## src/rtl/smooth_weighted_round_robin_defines.svh

```systemverilog
// Assertion macros shared by the smooth weighted round-robin RTL.
// Users must have clk_i and rst_ni in scope; no other dependencies.
`ifndef SMOOTH_WEIGHTED_ROUND_ROBIN_DEFINES_SVH
`define SMOOTH_WEIGHTED_ROUND_ROBIN_DEFINES_SVH

// Condition must hold on every clock edge out of reset.
`define SWRR_ASSERT(label, prop, msg) \
  label: assert property (@(posedge clk_i) disable iff (!rst_ni) (prop)) else $error(msg);

// Same-cycle implication.
`define SWRR_ASSERT_IMPL(label, ante, cons, msg) \
  label: assert property (@(posedge clk_i) disable iff (!rst_ni) (ante) |-> (cons)) \
    else $error(msg);

// Next-cycle implication.
`define SWRR_ASSERT_NEXT(label, ante, cons, msg) \
  label: assert property (@(posedge clk_i) disable iff (!rst_ni) (ante) |=> (cons)) \
    else $error(msg);

`endif

```

## src/rtl/swrr_pkg.sv

```systemverilog
// Shared types and constants for the smooth weighted round-robin selector.
// No dependencies; used by the store, the sequencer and the top.
package swrr_pkg;

  // Fixed field widths
  localparam int MODE_W   = 1;
  localparam int TARGET_W = 4;
  localparam int WEIGHT_W = 16;
  localparam int STATUS_W = 1;
  localparam int CHOSEN_W = 4;
  localparam int COUNT_W  = 5;

  // Running weight and total widths, saturation bounds
  localparam int RUN_W     = 22;
  localparam int TOTAL_W   = 21;
  localparam int RUN_MAX   = 2097151;
  localparam int RUN_MIN   = -2097152;
  localparam int TOTAL_MAX = 2097151;

  // Request modes
  localparam logic [MODE_W-1:0] MODE_PICK  = 1'b0;
  localparam logic [MODE_W-1:0] MODE_WRITE = 1'b1;

  // Response status codes
  localparam logic [STATUS_W-1:0] STATUS_OK    = 1'b0;
  localparam logic [STATUS_W-1:0] STATUS_EMPTY = 1'b1;

  typedef struct packed {
    logic [MODE_W-1:0]   mode;
    logic [TARGET_W-1:0] target;
    logic [WEIGHT_W-1:0] weight;
  } req_t;

  typedef struct packed {
    logic [STATUS_W-1:0] status;
    logic [CHOSEN_W-1:0] chosen;
  } rsp_t;

  // Strobes from the sequencer to the state store
  typedef struct packed {
    logic rd_en;
    logic wt_we;
    logic run_we;
    logic run_clr;
  } store_ctrl_t;

  typedef enum logic [6:0] {
    ST_IDLE = 7'b0000001,
    ST_WRD  = 7'b0000010,
    ST_WCMP = 7'b0000100,
    ST_SUM  = 7'b0001000,
    ST_WALK = 7'b0010000,
    ST_FIN  = 7'b0100000,
    ST_DONE = 7'b1000000
  } state_e;

endpackage

```

## src/rtl/swrr_if.sv

```systemverilog
// Valid/ready channel carrying one request or response payload.
// Payload type is set per instance, normally from swrr_pkg.
interface swrr_if #(
  parameter type payload_t = logic
);
  logic     valid;
  logic     ready;
  payload_t data;

  modport source (output valid, output data, input ready);
  modport sink   (input valid, input data, output ready);
endinterface

```

## src/rtl/swrr_store.sv

```systemverilog
// Weight and running-weight memories with registered reads.
// Per-entry valid bits make unwritten or cleared entries read as zero; uses swrr_pkg.
module swrr_store #(
  parameter int  MAX_ENDPOINTS = 16,
  parameter int  WEIGHT_BITS   = 16,
  localparam int IDX_W         = (MAX_ENDPOINTS > 1) ? $clog2(MAX_ENDPOINTS) : 1,
  localparam int RUN_W         = swrr_pkg::RUN_W
) (
  input  logic                          clk_i,
  input  logic                          rst_ni,
  input  swrr_pkg::store_ctrl_t         ctrl_i,
  input  logic [IDX_W-1:0]              rd_addr_i,
  input  logic [IDX_W-1:0]              wt_waddr_i,
  input  logic [WEIGHT_BITS-1:0]        wt_wdata_i,
  input  logic [IDX_W-1:0]              run_waddr_i,
  input  logic signed [RUN_W-1:0]       run_wdata_i,
  output logic [WEIGHT_BITS-1:0]        wt_rdata_o,
  output logic signed [RUN_W-1:0]       run_rdata_o
);

  logic [WEIGHT_BITS-1:0]  wt_mem  [MAX_ENDPOINTS];
  logic signed [RUN_W-1:0] run_mem [MAX_ENDPOINTS];

  logic [WEIGHT_BITS-1:0]   wt_rd_q;
  logic signed [RUN_W-1:0]  run_rd_q;
  logic                     wt_rv_q, run_rv_q;
  logic [MAX_ENDPOINTS-1:0] wt_vld_q, wt_vld_d;
  logic [MAX_ENDPOINTS-1:0] run_vld_q, run_vld_d;

  // Memory arrays: writes and registered reads
  always_ff @(posedge clk_i) begin
    if (ctrl_i.wt_we) begin
      wt_mem[wt_waddr_i] <= wt_wdata_i;
    end
    if (ctrl_i.run_we) begin
      run_mem[run_waddr_i] <= run_wdata_i;
    end
    if (ctrl_i.rd_en) begin
      wt_rd_q  <= wt_mem[rd_addr_i];
      run_rd_q <= run_mem[rd_addr_i];
    end
  end

  // Valid bits: clear wipes all running weights at once
  always_comb begin
    wt_vld_d  = wt_vld_q;
    run_vld_d = run_vld_q;
    if (ctrl_i.wt_we) begin
      wt_vld_d[wt_waddr_i] = 1'b1;
    end
    if (ctrl_i.run_clr) begin
      run_vld_d = '0;
    end
    if (ctrl_i.run_we) begin
      run_vld_d[run_waddr_i] = 1'b1;
    end
  end

  always_ff @(posedge clk_i or negedge rst_ni) begin
    if (!rst_ni) begin
      wt_vld_q  <= '0;
      run_vld_q <= '0;
      wt_rv_q   <= 1'b0;
      run_rv_q  <= 1'b0;
    end else begin
      wt_vld_q  <= wt_vld_d;
      run_vld_q <= run_vld_d;
      if (ctrl_i.rd_en) begin
        wt_rv_q  <= wt_vld_q[rd_addr_i];
        run_rv_q <= run_vld_q[rd_addr_i];
      end
    end
  end

  assign wt_rdata_o  = wt_rv_q  ? wt_rd_q  : '0;
  assign run_rdata_o = run_rv_q ? run_rd_q : '0;

endmodule

```

## src/rtl/swrr_seq.sv

```systemverilog
// Request sequencer: weight-write compare, total sweep, pick walk and winner update.
// Drives swrr_store through swrr_pkg::store_ctrl_t; uses the shared assertion macros.
`include "smooth_weighted_round_robin_defines.svh"

module swrr_seq #(
  parameter int  MAX_ENDPOINTS = 16,
  parameter int  WEIGHT_BITS   = 16,
  localparam int IDX_W         = (MAX_ENDPOINTS > 1) ? $clog2(MAX_ENDPOINTS) : 1,
  localparam int RUN_W         = swrr_pkg::RUN_W
) (
  input  logic                                clk_i,
  input  logic                                rst_ni,
  input  logic                                cfg_we_i,
  input  logic [swrr_pkg::COUNT_W-1:0]        cfg_wdata_i,
  input  logic                                req_valid_i,
  output logic                                req_ready_o,
  input  swrr_pkg::req_t                      req_data_i,
  output logic                                done_valid_o,
  input  logic                                done_ready_i,
  output swrr_pkg::rsp_t                      done_data_o,
  output swrr_pkg::store_ctrl_t               st_ctrl_o,
  output logic [IDX_W-1:0]                    rd_addr_o,
  output logic [IDX_W-1:0]                    wt_waddr_o,
  output logic [WEIGHT_BITS-1:0]              wt_wdata_o,
  output logic [IDX_W-1:0]                    run_waddr_o,
  output logic signed [RUN_W-1:0]             run_wdata_o,
  input  logic [WEIGHT_BITS-1:0]              wt_rdata_i,
  input  logic signed [RUN_W-1:0]             run_rdata_i
);

  localparam int CNT_W   = $clog2(MAX_ENDPOINTS + 1);
  localparam int TOTAL_W = swrr_pkg::TOTAL_W;
  // compare widths for count, target, weight and chosen
  localparam int CMP_W   = (CNT_W > swrr_pkg::COUNT_W) ? CNT_W : swrr_pkg::COUNT_W;
  localparam int TGT_W   = (CNT_W > swrr_pkg::TARGET_W) ? CNT_W : swrr_pkg::TARGET_W;
  localparam int WX_W    = (WEIGHT_BITS > swrr_pkg::WEIGHT_W) ? WEIGHT_BITS
                                                             : swrr_pkg::WEIGHT_W;
  localparam int CH_W    = (IDX_W > swrr_pkg::CHOSEN_W) ? IDX_W : swrr_pkg::CHOSEN_W;
  // adder widths
  localparam int AW = ((RUN_W > WEIGHT_BITS + 1) ? RUN_W : WEIGHT_BITS + 1) + 1;
  localparam int DW = RUN_W + 1;
  localparam int ZW = ((TOTAL_W > WEIGHT_BITS) ? TOTAL_W : WEIGHT_BITS) + 1;

  localparam logic signed [AW-1:0] RUN_HI_A = AW'(swrr_pkg::RUN_MAX);
  localparam logic signed [AW-1:0] RUN_LO_A = AW'(swrr_pkg::RUN_MIN);
  localparam logic signed [DW-1:0] RUN_LO_D = DW'(swrr_pkg::RUN_MIN);
  localparam logic [ZW-1:0]        TOT_HI_Z = ZW'(swrr_pkg::TOTAL_MAX);

  swrr_pkg::state_e        state_q, state_d;
  logic [CNT_W-1:0]        n_q, n_d;
  logic [TOTAL_W-1:0]      total_q, total_d;
  logic [CNT_W-1:0]        rd_cnt_q, rd_cnt_d;
  logic                    p_vld_q, p_vld_d;
  logic                    rsp_flag_q, rsp_flag_d;

  logic [IDX_W-1:0]        tgt_q, tgt_d;
  logic [WEIGHT_BITS-1:0]  w_q, w_d;
  logic [TOTAL_W-1:0]      acc_q, acc_d;
  logic signed [RUN_W-1:0] best_val_q, best_val_d;
  logic [IDX_W-1:0]        best_idx_q, best_idx_d;
  logic [IDX_W-1:0]        p_idx_q, p_idx_d;
  swrr_pkg::rsp_t          res_q, res_d;

  logic                    issue, sweep_end, accept, better;
  logic [CMP_W-1:0]        cnt_ext, cnt_sat;
  logic [CNT_W-1:0]        cnt_new;
  logic [TGT_W-1:0]        tgt_ext;
  logic                    tgt_ok;
  logic [WX_W-1:0]         w_ext;
  logic [CH_W-1:0]         ch_ext;
  logic signed [AW-1:0]    walk_sum;
  logic signed [RUN_W-1:0] walk_new;
  logic signed [DW-1:0]    fin_diff;
  logic signed [RUN_W-1:0] fin_val;
  logic [ZW-1:0]           acc_sum;
  logic [TOTAL_W-1:0]      acc_new;

  // Decode of the incoming count and request fields
  assign cnt_ext = CMP_W'(cfg_wdata_i);
  assign cnt_sat = (cnt_ext > CMP_W'(MAX_ENDPOINTS)) ? CMP_W'(MAX_ENDPOINTS) : cnt_ext;
  assign cnt_new = cnt_sat[CNT_W-1:0];
  assign tgt_ext = TGT_W'(req_data_i.target);
  assign tgt_ok  = tgt_ext < TGT_W'(MAX_ENDPOINTS);
  assign w_ext   = WX_W'(req_data_i.weight);
  assign ch_ext  = CH_W'(best_idx_q);

  assign req_ready_o = (state_q == swrr_pkg::ST_IDLE) && !cfg_we_i;
  assign accept      = req_valid_i && req_ready_o;

  // Sweep pipeline: address issued the cycle before its data returns
  assign issue     = ((state_q == swrr_pkg::ST_SUM) || (state_q == swrr_pkg::ST_WALK))
                     && (rd_cnt_q < n_q);
  assign sweep_end = !issue && !p_vld_q;

  // Running weight plus weight, saturated
  assign walk_sum = $signed({{(AW-RUN_W){run_rdata_i[RUN_W-1]}}, run_rdata_i})
                  + $signed({{(AW-WEIGHT_BITS){1'b0}}, wt_rdata_i});
  assign walk_new = (walk_sum > RUN_HI_A) ? RUN_HI_A[RUN_W-1:0] :
                    (walk_sum < RUN_LO_A) ? RUN_LO_A[RUN_W-1:0] : walk_sum[RUN_W-1:0];
  assign better   = (p_idx_q == '0) || (walk_new > best_val_q);

  // Winner minus total; the total is never negative, so only the floor applies
  assign fin_diff = $signed({best_val_q[RUN_W-1], best_val_q})
                  - $signed({{(DW-TOTAL_W){1'b0}}, total_q});
  assign fin_val  = (fin_diff < RUN_LO_D) ? RUN_LO_D[RUN_W-1:0] : fin_diff[RUN_W-1:0];

  // Total accumulation, saturated
  assign acc_sum = {{(ZW-TOTAL_W){1'b0}}, acc_q} + {{(ZW-WEIGHT_BITS){1'b0}}, wt_rdata_i};
  assign acc_new = (acc_sum > TOT_HI_Z) ? TOT_HI_Z[TOTAL_W-1:0] : acc_sum[TOTAL_W-1:0];

  assign done_valid_o = (state_q == swrr_pkg::ST_DONE);
  assign done_data_o  = res_q;
  assign wt_waddr_o   = tgt_q;
  assign wt_wdata_o   = w_q;

  // Next-state and memory control
  always_comb begin
    state_d    = state_q;
    n_d        = n_q;
    total_d    = total_q;
    rd_cnt_d   = rd_cnt_q;
    p_vld_d    = issue;
    rsp_flag_d = rsp_flag_q;
    tgt_d      = tgt_q;
    w_d        = w_q;
    acc_d      = acc_q;
    best_val_d = best_val_q;
    best_idx_d = best_idx_q;
    p_idx_d    = p_idx_q;
    res_d      = res_q;

    st_ctrl_o       = '0;
    st_ctrl_o.rd_en = issue;
    rd_addr_o       = rd_cnt_q[IDX_W-1:0];
    run_waddr_o     = p_idx_q;
    run_wdata_o     = walk_new;

    if (issue) begin
      rd_cnt_d = rd_cnt_q + CNT_W'(1);
      p_idx_d  = rd_cnt_q[IDX_W-1:0];
    end

    case (state_q)
      swrr_pkg::ST_IDLE: begin
        if (cfg_we_i) begin
          // count change resizes the list: clear running weights, redo total
          if (cnt_new != n_q) begin
            n_d               = cnt_new;
            st_ctrl_o.run_clr = 1'b1;
            rd_cnt_d          = '0;
            acc_d             = '0;
            rsp_flag_d        = 1'b0;
            state_d           = swrr_pkg::ST_SUM;
          end
        end else if (accept) begin
          tgt_d = tgt_ext[IDX_W-1:0];
          w_d   = w_ext[WEIGHT_BITS-1:0];
          res_d = '{status: swrr_pkg::STATUS_OK, chosen: '0};
          if (req_data_i.mode == swrr_pkg::MODE_WRITE) begin
            state_d = tgt_ok ? swrr_pkg::ST_WRD : swrr_pkg::ST_DONE;
          end else if (n_q == '0) begin
            res_d.status = swrr_pkg::STATUS_EMPTY;
            state_d      = swrr_pkg::ST_DONE;
          end else begin
            rd_cnt_d = '0;
            state_d  = swrr_pkg::ST_WALK;
          end
        end
      end

      swrr_pkg::ST_WRD: begin
        st_ctrl_o.rd_en = 1'b1;
        rd_addr_o       = tgt_q;
        state_d         = swrr_pkg::ST_WCMP;
      end

      swrr_pkg::ST_WCMP: begin
        if (wt_rdata_i != w_q) begin
          st_ctrl_o.wt_we   = 1'b1;
          st_ctrl_o.run_clr = 1'b1;
          rd_cnt_d          = '0;
          acc_d             = '0;
          rsp_flag_d        = 1'b1;
          state_d           = swrr_pkg::ST_SUM;
        end else begin
          state_d = swrr_pkg::ST_DONE;
        end
      end

      swrr_pkg::ST_SUM: begin
        if (p_vld_q) begin
          acc_d = acc_new;
        end
        if (sweep_end) begin
          total_d = acc_q;
          state_d = rsp_flag_q ? swrr_pkg::ST_DONE : swrr_pkg::ST_IDLE;
        end
      end

      swrr_pkg::ST_WALK: begin
        if (p_vld_q) begin
          st_ctrl_o.run_we = 1'b1;
          if (better) begin
            best_val_d = walk_new;
            best_idx_d = p_idx_q;
          end
        end
        if (sweep_end) begin
          state_d = swrr_pkg::ST_FIN;
        end
      end

      swrr_pkg::ST_FIN: begin
        st_ctrl_o.run_we = 1'b1;
        run_waddr_o      = best_idx_q;
        run_wdata_o      = fin_val;
        res_d            = '{status: swrr_pkg::STATUS_OK,
                             chosen: ch_ext[swrr_pkg::CHOSEN_W-1:0]};
        state_d          = swrr_pkg::ST_DONE;
      end

      swrr_pkg::ST_DONE: begin
        if (done_ready_i) begin
          state_d = swrr_pkg::ST_IDLE;
        end
      end

      default: begin
        state_d = swrr_pkg::ST_IDLE;
      end
    endcase
  end

  // Control registers
  always_ff @(posedge clk_i or negedge rst_ni) begin
    if (!rst_ni) begin
      state_q    <= swrr_pkg::ST_IDLE;
      n_q        <= '0;
      total_q    <= '0;
      rd_cnt_q   <= '0;
      p_vld_q    <= 1'b0;
      rsp_flag_q <= 1'b0;
    end else begin
      state_q    <= state_d;
      n_q        <= n_d;
      total_q    <= total_d;
      rd_cnt_q   <= rd_cnt_d;
      p_vld_q    <= p_vld_d;
      rsp_flag_q <= rsp_flag_d;
    end
  end

  // Payload registers
  always_ff @(posedge clk_i) begin
    tgt_q      <= tgt_d;
    w_q        <= w_d;
    acc_q      <= acc_d;
    best_val_q <= best_val_d;
    best_idx_q <= best_idx_d;
    p_idx_q    <= p_idx_d;
    res_q      <= res_d;
  end

  // Walk reads entry k+1 while writing back entry k
  `SWRR_ASSERT_IMPL(a_rw_distinct, st_ctrl_o.rd_en && st_ctrl_o.run_we, rd_addr_o != run_waddr_o, "read and write-back hit the same entry")
  // A clear never coincides with a running-weight access
  `SWRR_ASSERT_IMPL(a_clr_alone, st_ctrl_o.run_clr, !st_ctrl_o.run_we && !st_ctrl_o.rd_en, "clear overlaps a memory access")
  // Winner update is followed directly by the response
  `SWRR_ASSERT_NEXT(a_fin_done, state_q == swrr_pkg::ST_FIN, state_q == swrr_pkg::ST_DONE, "winner update not followed by response")
  // A walk only runs over a non-empty list
  `SWRR_ASSERT(a_walk_nonempty, (state_q != swrr_pkg::ST_WALK) || (n_q != '0), "walk with no active targets")

endmodule

```

## src/rtl/smooth_weighted_round_robin.sv

```systemverilog
// Pick with n active targets: the walk reads one running weight per cycle through the
// single memory read port, then updates the winner; no new request is taken until the
// result leaves the sequencer. Pick with no active targets: empty status, no walk. Weight
// write: an unchanged weight is only compared; a changed one is written and the total
// re-summed; a count change blocks requests during a re-sum. Async reset clears count,
// total and per-entry valid bits, so both memories read as zero at once; no clearing pass.
module smooth_weighted_round_robin #(
  parameter int MAX_ENDPOINTS = 16,
  parameter int WEIGHT_BITS   = 16
) (
  input  logic                         clk_i,
  input  logic                         rst_ni,
  input  logic                         cfg_we_i,
  input  logic [swrr_pkg::COUNT_W-1:0] cfg_wdata_i,
  swrr_if.sink                         req_i,
  swrr_if.source                       rsp_o
);

  localparam int IDX_W = (MAX_ENDPOINTS > 1) ? $clog2(MAX_ENDPOINTS) : 1;
  localparam int RUN_W = swrr_pkg::RUN_W;

  swrr_pkg::store_ctrl_t   st_ctrl;
  logic [IDX_W-1:0]        rd_addr, wt_waddr, run_waddr;
  logic [WEIGHT_BITS-1:0]  wt_wdata, wt_rdata;
  logic signed [RUN_W-1:0] run_wdata, run_rdata;

  logic                    done_valid, done_ready, load;
  swrr_pkg::rsp_t          done_data;
  logic                    rsp_vld_q, rsp_vld_d;
  swrr_pkg::rsp_t          rsp_q;

  swrr_seq #(
    .MAX_ENDPOINTS (MAX_ENDPOINTS),
    .WEIGHT_BITS   (WEIGHT_BITS)
  ) u_seq (
    .clk_i        (clk_i),
    .rst_ni       (rst_ni),
    .cfg_we_i     (cfg_we_i),
    .cfg_wdata_i  (cfg_wdata_i),
    .req_valid_i  (req_i.valid),
    .req_ready_o  (req_i.ready),
    .req_data_i   (req_i.data),
    .done_valid_o (done_valid),
    .done_ready_i (done_ready),
    .done_data_o  (done_data),
    .st_ctrl_o    (st_ctrl),
    .rd_addr_o    (rd_addr),
    .wt_waddr_o   (wt_waddr),
    .wt_wdata_o   (wt_wdata),
    .run_waddr_o  (run_waddr),
    .run_wdata_o  (run_wdata),
    .wt_rdata_i   (wt_rdata),
    .run_rdata_i  (run_rdata)
  );

  swrr_store #(
    .MAX_ENDPOINTS (MAX_ENDPOINTS),
    .WEIGHT_BITS   (WEIGHT_BITS)
  ) u_store (
    .clk_i       (clk_i),
    .rst_ni      (rst_ni),
    .ctrl_i      (st_ctrl),
    .rd_addr_i   (rd_addr),
    .wt_waddr_i  (wt_waddr),
    .wt_wdata_i  (wt_wdata),
    .run_waddr_i (run_waddr),
    .run_wdata_i (run_wdata),
    .wt_rdata_o  (wt_rdata),
    .run_rdata_o (run_rdata)
  );

  // Output register: takes a new result when empty or being drained
  assign done_ready = !rsp_vld_q || rsp_o.ready;
  assign load       = done_valid && done_ready;

  always_comb begin
    rsp_vld_d = rsp_vld_q;
    if (load) begin
      rsp_vld_d = 1'b1;
    end else if (rsp_o.ready) begin
      rsp_vld_d = 1'b0;
    end
  end

  always_ff @(posedge clk_i or negedge rst_ni) begin
    if (!rst_ni) begin
      rsp_vld_q <= 1'b0;
    end else begin
      rsp_vld_q <= rsp_vld_d;
    end
  end

  always_ff @(posedge clk_i) begin
    if (load) begin
      rsp_q <= done_data;
    end
  end

  assign rsp_o.valid = rsp_vld_q;
  assign rsp_o.data  = rsp_q;

endmodule
```

## src/flat_wrapper.sv

```systemverilog
// flat-port wrapper written by rule: the top's interface ports become plain ports
module smooth_weighted_round_robin_flat 
#(
  parameter int MAX_ENDPOINTS = 16,
  parameter int WEIGHT_BITS   = 16
)
  (clk_i, rst_ni, cfg_we_i, cfg_wdata_i, req_i_valid, req_i_data, req_i_ready, rsp_o_valid, rsp_o_data, rsp_o_ready);
  swrr_if req_i_i ();
  swrr_if rsp_o_i ();
  input  logic clk_i;
  input  logic rst_ni;
  input  logic cfg_we_i;
  input  logic [swrr_pkg::COUNT_W-1:0] cfg_wdata_i;
  input wire logic [$bits(req_i_i.valid)-1:0] req_i_valid;
  input wire logic [$bits(req_i_i.data)-1:0] req_i_data;
  output wire logic [$bits(req_i_i.ready)-1:0] req_i_ready;
  output wire logic [$bits(rsp_o_i.valid)-1:0] rsp_o_valid;
  output wire logic [$bits(rsp_o_i.data)-1:0] rsp_o_data;
  input wire logic [$bits(rsp_o_i.ready)-1:0] rsp_o_ready;
  assign req_i_i.valid = req_i_valid;
  assign req_i_i.data = req_i_data;
  assign req_i_ready = req_i_i.ready;
  assign rsp_o_valid = rsp_o_i.valid;
  assign rsp_o_data = rsp_o_i.data;
  assign rsp_o_i.ready = rsp_o_ready;
  smooth_weighted_round_robin #(.MAX_ENDPOINTS(MAX_ENDPOINTS), .WEIGHT_BITS(WEIGHT_BITS)) u_core (.clk_i(clk_i), .rst_ni(rst_ni), .cfg_we_i(cfg_we_i), .cfg_wdata_i(cfg_wdata_i), .req_i(req_i_i), .rsp_o(rsp_o_i));
endmodule
```

## config.mk

```make
export PLATFORM = sky130hd
export DESIGN_NAME = smooth_weighted_round_robin_flat
export DESIGN_NICKNAME = d
export VERILOG_FILES = /design/src/rtl/swrr_pkg.sv /design/src/rtl/swrr_if.sv /design/src/rtl/swrr_store.sv /design/src/rtl/swrr_seq.sv /design/src/rtl/smooth_weighted_round_robin.sv /design/src/flat_wrapper.sv
export VERILOG_INCLUDE_DIRS = /design/src /design/src/rtl
export SDC_FILE = /design/constraint.sdc
export NUM_CORES = 1
export LEC_CHECK = 0
export BUFFER_PORTS_ARGS = -buffer_cell sky130_fd_sc_hd__buf_2
export CORE_UTILIZATION = 57
export DETAILED_ROUTE_END_ITERATION = 6
export PLACE_DENSITY = 0.88
export SLEW_MARGIN = 20
export SYNTH_ARGS = -nofsm -noshare
export SYNTH_HDL_FRONTEND = slang
export SYNTH_SLANG_ARGS = --single-unit
```

## constraint.sdc

```tcl
create_clock -name clk_i -period 4.25 [get_ports clk_i]
set_clock_uncertainty 0.05 [all_clocks]
set_input_delay 0.85 -clock clk_i [delete_from_list [all_inputs] [get_ports clk_i]]
set_output_delay 0.85 -clock clk_i [all_outputs]
set_load 0.01 [all_outputs]
```

==> results.py <==
metrics = {
    "layout": {
        "fin_nets": 1391,
        "drive_gt1_frac": 0.163,
        "nFillCells": 2312,
        "final_cell_area_um2": 22900,
        "syn2layout_area_growth_pct": 10.7,
        "antenna_cells": 0,
    },
    "pwr": {
        "powerDensity_nw_per_um2": 527,
        "ir_drop_mv": 0.328,
        "p_leak_uw": 0.00763,
    },
    "sta": {
        "setup_viol": 0,
        "slew_viol_final": 0,
        "hold_viol_final": 0,
        "tightestPinTransition_ns": 0.928,
        "rsz0062_at_grt": "false",
        "finalSetupTns_ns": 0,
        "whs_ns": 0.0491,
        "min_period_ns": 3.67,
        "clock.fmax_ghz": 0.272,
        "finalCritPeriodShare": 0.864,
        "maxSlewHeadroom": 0.381,
    },
    "grt": {
        "use_met2": 0.415,
        "antenna_found_initial": 0,
        "grt_max_degree": 122,
        "grt_pass1_wl_um": 69100,
        "grt_pass1_vias": 11900,
        "grt-ovfl-total": 0,
        "track_usage": 0.254,
        "grt.met3_usage": 0.0444,
        "met1_usage": 0.335,
        "busiest_layer": "met2",
    },
    "clock_tree": {
        "cts_buffers": 46,
        "cts_tree": "done",
        "cts.sinks": 482,
        "cts_resized": 0,
        "cts.clk_slew.worst_paths_ns": 0.06,
        "insertion_delay_ns": 0.57,
        "cts_buffer_depth": 3,
        "cts_hold_buffers": 0,
        "postCtsSetupRepairBufs": 0,
        "htree_levels": 2,
        "cts-root-buf": "clkbuf_16",
    },
    "worst_setup_path": {
        "path_buf_inv": 3,
        "critical_path_class": "reg2reg",
        "slowest_delay_ns": 0.43,
        "cpMaxStageDelayCell": "fa_1",
        "critPathLaunchType": "flop",
        "r2r_cells": 13,
        "r2r-end": "u_core.u_store.run_mem[14][15]",
        "crit_arrival_ns": 3.85,
        "cp.required_ns": 4.43,
        "critPathMaxFanout": 16,
        "cp_cell_sequence": "inv_1, ha_1, inv_1, fa_1, a211oi_1, o21ai_1, a31oi_1, o21a_2, nor4_4, a2111oi_2, a211o_2, buf_4, o2bb2ai_2",
        "cpLargestDelayFamily": "compound AO/OA/AOI/OAI gates",
        "rr_startpoint": "u_core.u_seq.best_val_q[0]",
        "cp-end-kind": "flop",
        "rrSetupSlack_ns": 0.58,
        "path_common_cell": "inv_1",
    },
    "placed_design": {
        "place_area_um2": 21500,
        "gp_congestion": 0.981,
        "hpwl_um": 26700,
        "portBuffers": 12,
    },
    "logic_synthesis": {
        "synth_enable_flop_cells": 427,
        "ys_async_sr_fraction": 0.114,
        "synth_cell_type_count": 66,
        "synth.ff_latch_count": 482,
        "synth_area_um2": 20700,
        "seq_area_frac_synth": 0.686,
        "synth_ff_type": "edfxtp_1",
        "avgSynthCellArea_um2": 16.0,
        "yosysWarnings": 0,
        "netlist_instances": 1292,
        "synthesis.nets": 1352,
    },
    "route": {
        "ant_nets": 0,
        "vias_per_cell": 6.43,
        "drtPass1Iterations": 6,
        "drc": 0,
        "wirelength_um": 45400,
        "wl_per_cell_um": 24.9,
        "first_iter_violations": 1327,
        "vias": 11800,
    },
    "status": {
        "status": "finished clean",
    },
    "floorplanning": {
        "initial_core_util": 0.581,
        "die_w_um": 193,
        "ios": 14,
        "core_area_um2": 35700,
        "die-area_um2": 37100,
        "die_y_um": 193,
        "fp-row-count": 69,
    },
    "hold_path": {
        "hold_class": "in2async",
    },
    "flow_run": {
        "cap_violations": 0,
    },
}
==> cells in the final DEF, fill, tap and decap left out, types with 21 or more instances in the layout <==
cell	count
inv_1	55
a21o_1	40
nand2_1	62
mux2i_1	72
o21ai_0	58
ha_1	48
nor2_1	27
edfxtp_1	427
a22o_1	21
a221oi_1	23
dfrtp_1	52
clkbuf_16	46
buf_4	34
and2_1	59
a22oi_1	24
mux4_2	49
mux2_2	21
a21oi_1	46
==> cell usage after synthesis (5+ instances only) <==
cell type	count	area, um^2
nand4_1	10	62.6
xnor2_1	11	96.3
dfrtp_1	54	1350
a21o_1	40	300
nand2_1	62	233
nor2b_1	5	31.3
mux4_2	49	1100
and2_1	59	369
nand3b_1	6	45.0
buf_2	15	75.1
a22oi_1	24	180
clkbuf_1	38	143
mux2i_1	72	721
nand2b_1	9	56.3
o21bai_1	5	37.5
o2bb2ai_2	19	285
a21oi_1	46	230
a221oi_1	23	201
xor2_1	14	123
o21ai_0	58	290
ha_1	48	601
o21a_1	5	37.5
nor2_1	31	116
mux2_2	21	236
edfxtp_1	427	12800
inv_1	55	206
o31ai_1	5	37.5
a22o_1	21	184
==> power by group <==
group          total, uW  switching (uW)  internal (uW)
clock network       4000            1690           2310
logic               2440            1480            964
registers           5650             170           5480
total              12100            3340           8750
==> routing by layer <==
layer  vias to the layer above  routed length, um
li1                       5100                  -
met1                      5905              17700
met2                       622              22000
met3                       129               3800
met4                         0               1890
met5                         -                  0
==> stage by stage <==
| stage | utilization | total power, uW | setup WS, ns | instances |
|---|---|---|---|---|
| floorplan | - | 7520 | 0.226 | 1292 |
| global placement | 0.602 | 8080 | 0.681 | 1744 |
| detailed placement | 0.602 | 8130 | 0.529 | 1744 |
| CTS | 0.643 | 12100 | 0.447 | 1827 |
| global route | 0.643 | 12500 | 0.350 | 1827 |
| finish | 0.643 | 12100 | 0.579 | 1827 |
==> final cells by class <==
cell class                 instances  area, um^2  share of cell area
timing repair buffer              50         395              0.0172
clock buffer                      62        1210              0.0528
sequential                       482       14200               0.620
clock inverter                    21         244              0.0106
multi-input combinational        696        6090               0.266
tap                              461         577              0.0252
inverter                          55         206             0.00900
==> worst reg2reg max path: cells and delay by family, from the launching register on <==
| family | cells | cell delay, ns |
|---|---|---|
| buffers and inverters | 3 | 0.36 |
| flip-flops | 1 | 0.40 |
| AND/OR/NAND/NOR | 1 | 0.06 |
| adder cells (fa/ha/maj) | 2 | 0.58 |
| AO/OA/AOI/OAI | 7 | 1.87 |
==> registers in the layout, summed over array words and instances, names as in the netlist <==
signal / count
u_core.u_store.run_rv_q: 1
u_core.u_seq.p_vld_q: 1
u_core.u_seq.total_q: 21
u_core.u_seq.done_data_o: 1
u_core.u_seq.best_idx_q: 4
u_core.u_store.run_mem: 352
u_core.u_seq.rd_cnt_q: 5
u_core.u_store.run_rd_q: 22
u_core.rsp_o.data: 1
u_core.rsp_o.valid: 1
u_core.u_seq.best_val_q: 22
u_core.u_seq.state_q: 5
u_core.u_seq.acc_q: 21
u_core.u_seq.p_idx_q: 4
u_core.u_seq.n_q: 5
u_core.u_store.run_vld_q: 16
==> logic make-up (layout without fill, tap and decap cells) <==
| logic type | Yosys count | after routing | synth area share |
|---|---|---|---|
| xor gates and xnor gates | 25 | 25 | 0.0106 |
| and+or+nand+nor | 205 | 205 | 0.0531 |
| muxes | 142 | 142 | 0.0995 |
| buffers and inverters | 114 | 188 | 0.0223 |
| AOI/OAI and AO/OA | 275 | 275 | 0.0986 |
| DFF | 482 | 482 | 0.686 |
| adders and majority gates | 49 | 49 | 0.0300 |
==> how the worst max path moves through the flow <==
stage,slack [ns],to,cells after the start,start
final,0.58,u_core.u_store.run_mem[14][15],13,u_core.u_seq.best_val_q[0]
after global routing,0.35,u_core.u_store.run_mem[15][20],13,u_core.u_seq.best_val_q[0]
after CTS,0.45,u_core.u_store.run_mem[10][1],11,u_core.u_seq.total_q[0]
after detailed placement,0.53,u_core.u_store.run_mem[2][1],11,u_core.u_seq.total_q[0]
after global placement,0.68,u_core.u_store.run_mem[10][1],10,u_core.u_seq.total_q[1]
after floorplan,0.23,u_core.u_seq.best_idx_q[0],5,u_core.u_seq.state_q[6]
No activity file was read; power rests on OpenSTA's default activity.
